<file path="config.mk">
export PLATFORM = sky130hd
export DESIGN_NAME = usb_host_transaction_retry_core
export DESIGN_NICKNAME = d
export VERILOG_FILES = /design/src/hdl/usbhtr_pkg.sv /design/src/hdl/usb_host_transaction_retry_core.sv
export SDC_FILE = /design/constraint.sdc
export NUM_CORES = 1
export LEC_CHECK = 0
export ABC_AREA = 1
export BUFFER_PORTS_ARGS = -buffer_cell sky130_fd_sc_hd__buf_2
export CORE_ASPECT_RATIO = 0.75
export CORE_UTILIZATION = 25
export DETAILED_ROUTE_END_ITERATION = 10
export HOLD_SLACK_MARGIN = 0.08
export SKIP_CTS_REPAIR_TIMING = 1
export SYNTH_ARGS = -nofsm -noshare
export SYNTH_HDL_FRONTEND = slang
export SYNTH_SLANG_ARGS = --single-unit
</file>
<file path="constraint.sdc">
create_clock -name clk -period 10.59 [get_ports clk]
set_input_delay 1.5885 -clock clk [delete_from_list [all_inputs] [get_ports clk]]
set_output_delay 1.5885 -clock clk [all_outputs]
set_load 0.05 [all_outputs]
</file>
<file path="src/hdl/usbhtr_pkg.sv">
`timescale 1ns / 1ps
// ----------------------------------------------------------------------------
// USB host transaction retry package
// Shared types, operation codes, result codes, configuration indexes and reset values for the retry core.
// ----------------------------------------------------------------------------
package usbhtr_pkg;

    // Largest NAK limit exponent that the hardware honors.
    localparam int NAK_MAX_POWER_DEF = 15;

    // Configuration register indexes.
    localparam logic [1:0] CFG_NAK_POWER   = 2'd0;
    localparam logic [1:0] CFG_RETRY_LIMIT = 2'd1;
    localparam logic [1:0] CFG_TIMEOUT_MS  = 2'd2;

    // Operation codes of an incoming request.
    localparam logic [1:0] OP_START = 2'd0;
    localparam logic [1:0] OP_DONE  = 2'd1;
    localparam logic [1:0] OP_TICK  = 2'd2;

    // Host result codes with special handling.
    localparam logic [3:0] HR_NAK         = 4'd4;
    localparam logic [3:0] HR_BUS_TIMEOUT = 4'd14;

    // Result code reported when the whole transfer runs out of time.
    localparam logic [4:0] RC_XFER_TIMEOUT = 5'd16;

    // Reset values of the configuration registers.
    localparam logic [3:0]  NAK_POWER_RST   = 4'd15;
    localparam logic [7:0]  RETRY_LIMIT_RST = 8'd3;
    localparam logic [15:0] TIMEOUT_MS_RST  = 16'd5000;

    typedef struct packed {
        logic [1:0] operation;
        logic [7:0] token;
        logic [3:0] endpoint;
        logic [3:0] host_result;
    } req_in_t;

    typedef struct packed {
        logic       launch;
        logic [7:0] launch_code;
        logic       finished;
        logic [4:0] result_code;
    } req_out_t;

endpackage

</file>
<file path="src/hdl/usb_host_transaction_retry_core.sv">
`timescale 1ns / 1ps
// ----------------------------------------------------------------------------
// USB host transaction retry core
// Dispatches one host transaction and relaunches it on NAK or bus timeout.
// ----------------------------------------------------------------------------
// Usage:
// Requests arrive on the in channel (in_valid / in_stall / in_data). A start
// request launches token | endpoint, a completion request carries the host
// result of the last transfer, and a tick request marks one millisecond.
// Each request yields zero or one result on the out channel (out_valid /
// out_stall / out_data): either a launch of the held code, or the end of the
// transaction with its result code (16 for the overall transfer timeout).
// Completions and ticks while no transaction is running yield nothing.
// The core has an input register and a result register with the update
// logic between them. A request's result is loaded into the result register
// when the request leaves the input register. One request can be accepted
// every cycle while in_stall is low. When the receiver stalls, the waiting
// result holds and the input register still takes one more request;
// in_stall rises only when both are full. The user must write the
// configuration port (cfg_we, cfg_index, cfg_data) only while the core is
// idle; the core does not enforce it. Reset empties both registers, clears the
// transaction state and loads nak_power 15, retry_limit 3, timeout 5000 ms.
// ----------------------------------------------------------------------------
module usb_host_transaction_retry_core #(
    parameter int NAK_MAX_POWER = usbhtr_pkg::NAK_MAX_POWER_DEF
) (
    input  logic                 clk,
    input  logic                 rst_n,
    input  logic                 in_valid,
    output logic                 in_stall,
    input  usbhtr_pkg::req_in_t  in_data,
    output logic                 out_valid,
    input  logic                 out_stall,
    output usbhtr_pkg::req_out_t out_data,
    input  logic                 cfg_we,
    input  logic [1:0]           cfg_index,
    input  logic [15:0]          cfg_data
);

    // The NAK counter never needs to pass the largest limit it can reach.
    localparam int NakW = NAK_MAX_POWER;

    // Configuration registers.
    logic [3:0]  nak_power_reg;
    logic [7:0]  retry_limit_reg;
    logic [15:0] timeout_ms_reg;

    // Transaction state.
    logic            busy_reg,        busy_next;
    logic [15:0]     elapsed_ms_reg,  elapsed_ms_next;
    logic [NakW-1:0] nak_count_reg,   nak_count_next;
    logic [7:0]      retry_count_reg, retry_count_next;
    logic [7:0]      held_code_reg,   held_code_next;

    // Input register and result register.
    usbhtr_pkg::req_in_t  item_reg;
    logic                 item_valid_reg, item_valid_next;
    usbhtr_pkg::req_out_t out_reg;
    logic                 out_valid_reg,  out_valid_next;

    usbhtr_pkg::req_out_t res;
    logic                 res_valid;
    logic                 adv;
    logic                 in_take;

    logic [4:0]      nak_p;
    logic [NakW-1:0] nak_lim;
    logic [NakW-1:0] nak_inc;
    logic [7:0]      retry_inc;
    logic [15:0]     elapsed_inc;

    // ------------------------------------------------------------------
    // Configuration writes. An index beyond the register list is ignored.
    // ------------------------------------------------------------------
    always_ff @(posedge clk or negedge rst_n)
    begin
        if (!rst_n)
        begin
            nak_power_reg   <= usbhtr_pkg::NAK_POWER_RST;
            retry_limit_reg <= usbhtr_pkg::RETRY_LIMIT_RST;
            timeout_ms_reg  <= usbhtr_pkg::TIMEOUT_MS_RST;
        end
        else if (cfg_we)
        begin
            case (cfg_index)
                usbhtr_pkg::CFG_NAK_POWER:   nak_power_reg   <= cfg_data[3:0];
                usbhtr_pkg::CFG_RETRY_LIMIT: retry_limit_reg <= cfg_data[7:0];
                usbhtr_pkg::CFG_TIMEOUT_MS:  timeout_ms_reg  <= cfg_data;
                default:
                begin
                end
            endcase
        end
    end

    // ------------------------------------------------------------------
    // NAK limit: 2^min(nak_power, NAK_MAX_POWER) - 1, built as a mask of
    // low ones. A limit of zero means NAKs are never counted out.
    // ------------------------------------------------------------------
    always_comb
    begin
        nak_p = {1'b0, nak_power_reg};
        if (nak_p > 5'(NAK_MAX_POWER))
        begin
            nak_p = 5'(NAK_MAX_POWER);
        end
        for (int i = 0; i < NakW; i++)
        begin
            nak_lim[i] = (5'(i) < nak_p);
        end
    end

    assign nak_inc     = nak_count_reg + NakW'(1);
    assign retry_inc   = retry_count_reg + 8'd1;
    // The elapsed count saturates at its largest value.
    assign elapsed_inc = (elapsed_ms_reg == 16'hffff) ? elapsed_ms_reg
                                                       : elapsed_ms_reg + 16'd1;

    // ------------------------------------------------------------------
    // Request decode and state update for the request in the input register.
    // ------------------------------------------------------------------
    always_comb
    begin
        busy_next        = busy_reg;
        elapsed_ms_next  = elapsed_ms_reg;
        nak_count_next   = nak_count_reg;
        retry_count_next = retry_count_reg;
        held_code_next   = held_code_reg;
        res_valid        = 1'b0;
        res              = '0;

        case (item_reg.operation)
            usbhtr_pkg::OP_START:
            begin
                // A start while busy simply restarts the transaction.
                busy_next        = 1'b1;
                held_code_next   = item_reg.token | {4'd0, item_reg.endpoint};
                elapsed_ms_next  = '0;
                nak_count_next   = '0;
                retry_count_next = '0;
                res_valid        = 1'b1;
                res.launch       = 1'b1;
                res.launch_code  = item_reg.token | {4'd0, item_reg.endpoint};
            end
            usbhtr_pkg::OP_DONE:
            begin
                if (busy_reg)
                begin
                    res_valid       = 1'b1;
                    res.launch      = 1'b1;
                    res.launch_code = held_code_reg;
                    if (item_reg.host_result == usbhtr_pkg::HR_NAK)
                    begin
                        nak_count_next = nak_inc;
                        if ((nak_lim != '0) && (nak_inc == nak_lim))
                        begin
                            busy_next = 1'b0;
                            res       = '0;
                        end
                    end
                    else if (item_reg.host_result == usbhtr_pkg::HR_BUS_TIMEOUT)
                    begin
                        // A retry limit of zero lets the counter wrap once.
                        retry_count_next = retry_inc;
                        if (retry_inc == retry_limit_reg)
                        begin
                            busy_next = 1'b0;
                            res       = '0;
                        end
                    end
                    else
                    begin
                        busy_next = 1'b0;
                        res       = '0;
                    end
                    if (!busy_next)
                    begin
                        res.finished    = 1'b1;
                        res.result_code = {1'b0, item_reg.host_result};
                    end
                end
            end
            usbhtr_pkg::OP_TICK:
            begin
                if (busy_reg)
                begin
                    elapsed_ms_next = elapsed_inc;
                    if (elapsed_inc >= timeout_ms_reg)
                    begin
                        busy_next       = 1'b0;
                        res_valid       = 1'b1;
                        res.finished    = 1'b1;
                        res.result_code = usbhtr_pkg::RC_XFER_TIMEOUT;
                    end
                end
            end
            default:
            begin
            end
        endcase
    end

    // ------------------------------------------------------------------
    // Flow control. The input register moves on when its request makes no
    // result, or when the result register is empty or being emptied.
    // ------------------------------------------------------------------
    assign adv      = item_valid_reg && (!res_valid || !out_valid_reg || !out_stall);
    assign in_stall = item_valid_reg && !adv;
    assign in_take  = in_valid && !in_stall;

    always_comb
    begin
        item_valid_next = item_valid_reg;
        if (in_take)
        begin
            item_valid_next = 1'b1;
        end
        else if (adv)
        begin
            item_valid_next = 1'b0;
        end

        out_valid_next = out_valid_reg;
        if (adv && res_valid)
        begin
            out_valid_next = 1'b1;
        end
        else if (out_valid_reg && !out_stall)
        begin
            out_valid_next = 1'b0;
        end
    end

    always_ff @(posedge clk or negedge rst_n)
    begin
        if (!rst_n)
        begin
            item_valid_reg  <= 1'b0;
            out_valid_reg   <= 1'b0;
            busy_reg        <= 1'b0;
            elapsed_ms_reg  <= '0;
            nak_count_reg   <= '0;
            retry_count_reg <= '0;
            held_code_reg   <= '0;
        end
        else
        begin
            item_valid_reg <= item_valid_next;
            out_valid_reg  <= out_valid_next;
            if (adv)
            begin
                busy_reg        <= busy_next;
                elapsed_ms_reg  <= elapsed_ms_next;
                nak_count_reg   <= nak_count_next;
                retry_count_reg <= retry_count_next;
                held_code_reg   <= held_code_next;
            end
        end
    end

    // Payload registers carry no reset.
    always_ff @(posedge clk)
    begin
        if (in_take)
        begin
            item_reg <= in_data;
        end
        if (adv && res_valid)
        begin
            out_reg <= res;
        end
    end

    assign out_valid = out_valid_reg;
    assign out_data  = out_reg;

`ifndef SYNTHESIS
    // A new transaction always begins with cleared counters.
    a_start_clears: assert property (@(posedge clk) disable iff (!rst_n)
        $rose(busy_reg) |-> (elapsed_ms_reg == '0) && (nak_count_reg == '0)
                            && (retry_count_reg == '0))
        else $error("transaction began with stale counters");

    // A finishing result leaves the core idle.
    a_finish_idles: assert property (@(posedge clk) disable iff (!rst_n)
        (adv && res_valid && res.finished) |=> !busy_reg)
        else $error("core still busy after a finishing result");

    // While idle, only a start request can make a result.
    a_idle_start_only: assert property (@(posedge clk) disable iff (!rst_n)
        (adv && res_valid && !busy_reg) |-> (item_reg.operation == usbhtr_pkg::OP_START))
        else $error("result made while idle by a request other than start");

    // Stalling the input means a request is waiting behind a full output.
    a_stall_full: assert property (@(posedge clk) disable iff (!rst_n)
        in_stall |-> (item_valid_reg && out_valid_reg && out_stall))
        else $error("input stalled without a full pipeline");
`endif

endmodule
</file>
; ---- Word-level counts from Yosys, hierarchy flattened
; Cells that the tools add are included.
[word_totals]
output_inout_bits = 17
in_bits = 41
ff_bits = 111
word_cells = 119
[classes]
magnitude_cmp = 16
n_mux = 38
reduce_logical = 29
add_sub_neg = 3
n_bitwise = 1
eq_ne = 14
[ops]
columns = operator, n
row1 = 2-to-1 mux 15 bit, 7
row2 = 2-to-1 mux 16 bit, 2
row3 = case mux 16 bit (2 select lines), 1
row4 = case mux 15 bit (2 select lines), 1
row5 = "< comparator 4 bit, first input constant", 7
row6 = 2-to-1 mux 8 bit, 3
row7 = 2-to-1 mux 6 bit, 3
row8 = case mux 9 bit (2 select lines), 1
row9 = "adder 16 x 1 -> 16 bit, second input constant", 1
row10 = "== test 16 bit, second input constant", 1
row11 = >= comparator 16 bit, 1
row12 = "< comparator 3 x 4 -> 1 bit, first input constant", 4
row13 = 2-to-1 mux 1 bit, 16
row14 = case mux 8 bit (2 select lines), 1
row15 = "adder 15 x 1 -> 15 bit, second input constant", 1
row16 = == test 15 bit, 1
row17 = nonzero test 15 bit, 1
row18 = case mux 6 bit (2 select lines), 1
row19 = "!= test 2 bit, second input constant", 5
row20 = AND reduction 2 bit, 5
row21 = "adder 8 x 1 -> 8 bit, second input constant", 1
row22 = == test 8 bit, 1
row23 = "< comparator 1 x 4 -> 1 bit, first input constant", 2
row24 = "< comparator 2 x 4 -> 1 bit, first input constant", 2
row25 = other kinds (15), 32

; ---- Logic depth before layout (Yosys ltp)
[logic_depth]
depth_word = 15
mapped_depth = 27
mapped_depth_nobuf = 26

; ---- Worst setup path after synthesis
; Ideal clock, no wire load.
[synth_timing]
path_type = flip-flop to output port
start = register elapsed_ms_reg[0]
end = output port in_stall
setup_slack_ns = 5.826
path_buffers = 0
stages_incl_launch_ff = 20
required_ns = 9.002
t_arrival_ns = 3.176
cell_sequence = dfrtp_1 ha_1 nand3_1 nor2_1 nand3_1 nor2_1 nand3_1 nand4_1 xor2_1 inv_1 ha_1 nand2_1 o21bai_1 a21oi_1 nor2_1 nand2_1 nand2_1 nand2_1 nand2_2 nor2_1
[synth_between]
elab_chain_len = 12
word_cells_on_any_way = 13
cone_classes = add/sub: 1 / order compare: 1 / eq/ne: 1 / mux: 4 / reduce/logical: 6
[synth_lines]
columns = element, line
row1 = "start, declared", usb_host_transaction_retry_core.sv:50  ; logic [15:0] elapsed_ms_reg, elapsed_ms_next;
row2 = "start signal, assigned", usb_host_transaction_retry_core.sv:253  ; elapsed_ms_reg <= elapsed_ms_next;
row3 = adder 16 x 1 -> 16 bit or == test 16 bit (tied branches), "usb_host_transaction_retry_core.sv:117, usb_host_transaction_retry_core.sv:116"
row4 = 2-to-1 mux 16 bit *, usb_host_transaction_retry_core.sv:116  ; assign elapsed_inc = (elapsed_ms_reg == 16'hffff) ? elapsed_ms_reg
row5 = >= comparator 16 bit *, usb_host_transaction_retry_core.sv:188  ; if (elapsed_inc >= timeout_ms_reg)
row6 = 2-to-1 mux 1 bit *, usb_host_transaction_retry_core.sv:188
row7 = 2-to-1 mux 1 bit *, usb_host_transaction_retry_core.sv:185  ; if (busy_reg)
row8 = case mux 1 bit (3 select lines) *, usb_host_transaction_retry_core.sv:132  ; case (item_reg.operation)
row9 = zero test 1 bit *, usb_host_transaction_retry_core.sv:207  ; assign adv = item_valid_reg && (!res_valid || !out_valid_reg || !out_stall);
row10 = logical OR 1 bit * (2 in series), usb_host_transaction_retry_core.sv:207
row11 = logical AND 1 bit *, usb_host_transaction_retry_core.sv:207
row12 = zero test 1 bit *, usb_host_transaction_retry_core.sv:208  ; assign in_stall = item_valid_reg && !adv;
row13 = logical AND 1 bit *, usb_host_transaction_retry_core.sv:208
row14 = "end, declared", usb_host_transaction_retry_core.sv:30  ; output logic in_stall,
; Every way passes the cells marked *; elsewhere a longest branch is shown, timed or not.

; ---- Final worst setup path
[layout_timing]
start = register elapsed_ms_reg[1]
end = output port in_stall
; Same word-level chain as after synthesis.

==> reports/qor.txt <==
Crit path kind - register to primary output
Routed vias/inst - 4.275
FFs w/ async S/R, synth - 70.27%
Tmin final - 5.324 ns
Final nets - 904
Min-Delay Path Class - register to register
Largest net degree at the start of global routing - 79
Initial core utilization - 25.65%
Vias in the first global route - 4704
Critical Path Most Common Cell - nand2_1
Max Clk Rate - 187.8 MHz
Worst Setup End Kind - primary output
Rel. slew slack - 26.91%
Leading area contributor after synthesis - dfrtp_1
Core area - 24160 sq um
Vias post-DR - 5027
Finish-stage setup viols - 0
Mapped Nets - 849
YS warnings - 0
Critical path's largest stage delay - 0.49 ns
CP bufs+invs - 1
Fillers - 2644
Clock buffer count from CTS - 9
CP cell instances - ha_1, nand3_1, nor4_1, nand2_1, nor2_1, nor2_1, xor2_1, ha_1, nand2_1, o21bai_1, a21oi_1, nor2_1, nand2_1, nand2_1, nand2_1, nand2_2, nor2_1, buf_2
IO Port Bufs - 57
Cells after Synth - 785
Worst-case vdd ir drop - 0.00008134 V
CP required - 9.00 ns
Hpwl dp - 10320 um
Worst skew pair latency - 0.36 ns
Die W - 183.8 um
DRC - 0
Clock skew - 0.01058 ns
Max-Cap Viols - 0
IO Pins - 58
Most instantiated cells after synthesis - nand2_1, inv_1, o21ai_0
DR iter-0 viols - 346
CTS max path bufs - 2
Post-synthesis register bit count - 111
Yosys top cell area share - 27.06%
Top FF cell, synth - dfrtp_1
CP Max Fanout - 5
PwrDens - 141.7 nW/um^2
CTS tree - done
Status - completed
Power, Total - 1.009 mW
Slew of the pin with the lowest slew margin - 1.096 ns
Global-route wire length before repair - 23590 um
Synth area leaders - dfrtp_1, edfxtp_1, nand2_1
RePlAce Congestion - 0.8749
Fin. Hold Viols - 0
Clk root buf - clkbuf_16
Routed length per instance - 11.90 um
Synth unique cells - 33
CTS Sinks - 111
Leak - 3.422 nW
Setup total negative slack - 0 ns
Slowest cell on crit path - nor4_1
Synthesized area per cell - 7.893 sq um
Initial antenna violation count - 0
Area growth syn-to-layout - 14.90%
Crit share post-route - 50.28%
Critical path's top delay family - simple AND/OR/NAND/NOR gates
Final Routed Wirelength - 14000 um
RSZ-0062 raised after global routing - no
Slew Viols, Final - 0
Die area - 25420 sq um
Post-Syn Area - 6196 sq um
Sequential element share of the synthesized area - 47.72%
Overall Global Routing Usage - 11.68%
Reg clk slew, reported paths - 0.07 ns
GR Overflow Total - 0
Count leader, synth - nand2_1
Antenna Nets Post-Route - 0
Critical Path AT - 3.74 ns
Setup crit start kind - register
Post-synth EDFFs - 33
Largest register FFs - 18
CTS H-Tree Depth - 3
Diode count - 0
# rows - 49
Die Y - 138.3 um
Layout cells sized above 1 - 12.43%
Router iterations before antenna repair - 5
[final timing paths]
path | slack, ns | cells after the start | endpoint | startpoint
max | 5.27 | 18 | in_stall | elapsed_ms_reg[1]$_DFFE_PN0P_
min reg2reg | 0.49 | 2 | timeout_ms_reg[4]$_DFFE_PN0P_ | timeout_ms_reg[4]$_DFFE_PN0P_
max reg2reg | 6.36 | 24 | out_data[3]$_DFFE_PP_ | elapsed_ms_reg[1]$_DFFE_PN0P_
max in group asynchronous | 8.52 | 1 | elapsed_ms_reg[11]$_DFFE_PN0P_ | rst_n
min | 0.49 | 2 | timeout_ms_reg[4]$_DFFE_PN0P_ | timeout_ms_reg[4]$_DFFE_PN0P_
min in group asynchronous | 1.40 | 1 | nak_count_reg[9]$_DFFE_PN0P_ | rst_n
[final cells by class]
type | instances | area, sq um | area share (%)
Timing Repair Buffer | 57 | 287.8 | 4.042
Clock inverter | 7 | 56.30 | 0.7909
Multi-Input combinational cell | 540 | 2725 | 38.28
Tap cell | 331 | 414.1 | 5.817
Inverter | 121 | 454.2 | 6.380
Clock buffer | 9 | 225.2 | 3.163
Sequential cell | 111 | 2957 | 41.53
[report_power, final]
group	switching (mW)	internal, mW
registers	0.0261	0.485
logic	0.110	0.0572
clock network	0.167	0.162
[per-stage QoR]
step	instances	hold slack, ns	util (%)	setup slack [ns]	area (sq um)
floorplan	785	0.4530	-	5.826	6196
global placement	1160	0.4746	28.31	5.745	6838
detailed placement	1160	0.4773	28.31	5.615	6838
CTS	1176	0.4953	29.47	5.205	7119
global route	1176	0.5135	29.47	4.823	7119
finish	1176	0.4890	29.47	5.266	7119
[worst register-to-register path: stages, from the launching register on]
cell and delay (ns):
dfrtp_1 0.42, ha_1 0.21, nand3_1 0.16, nor4_1 0.49, nand2_1 0.20, nor2_1 0.18
nor2_1 0.08, nand3_1 0.09, xnor2_1 0.15, ha_1 0.26, nand2_1 0.08, inv_1 0.04
nand2_1 0.05, nand2_1 0.05, a21oi_1 0.11, nand2_1 0.07, nand2_1 0.06, nand2_1 0.09
nand2_1 0.12, nand2_1 0.10, nand2_2 0.13, nand3_1 0.11, inv_1 0.09, nand2_1 0.08
inv_1 0.47
[per-layer routing]
metal / part of all wire (%) / track usage, % / up-vias / wire (um)
met1: 54 / 17.23 / 2268 / 7556
met2: 40 / 16.75 / 100 / 5602
met4: 0.94 / 2.851 / 0 / 132
met3: 5.0 / 3.109 / 13 / 704
li1: - / - / 2646 / -
met5: 0 / 0 / - / 0
[cells by family after synthesis]
kind of cell	Yosys count	synth area share, %
and+or+nand+nor	388	27.44
buffers and inverters	134	8.299
AOI/OAI and AO/OA	112	9.269
DFF	111	47.72
adders and majority gates	23	4.645
xor gates and xnor gates	17	2.625
[cell usage in the layout, fill, tap and decap left out, types with 3 or more instances in the layout]
cell type and n:
nand2_1 214, inv_1 120, o21ai_0 77, dfrtp_1 67
nor2_1 66, nand3_1 59, buf_2 56, edfxtp_1 33
ha_1 23, a21oi_1 18, nand4_1 13, xor2_1 12
o21ai_1 11, dfstp_2 11, nand3b_1 9, clkbuf_16 9
nor3_1 7, nand2_2 7, xnor2_1 4, nand3_2 3
o21bai_1 3, nor2_4 3, nor2_2 3, clkinv_4 3
(Power assumes the default switching activity.)
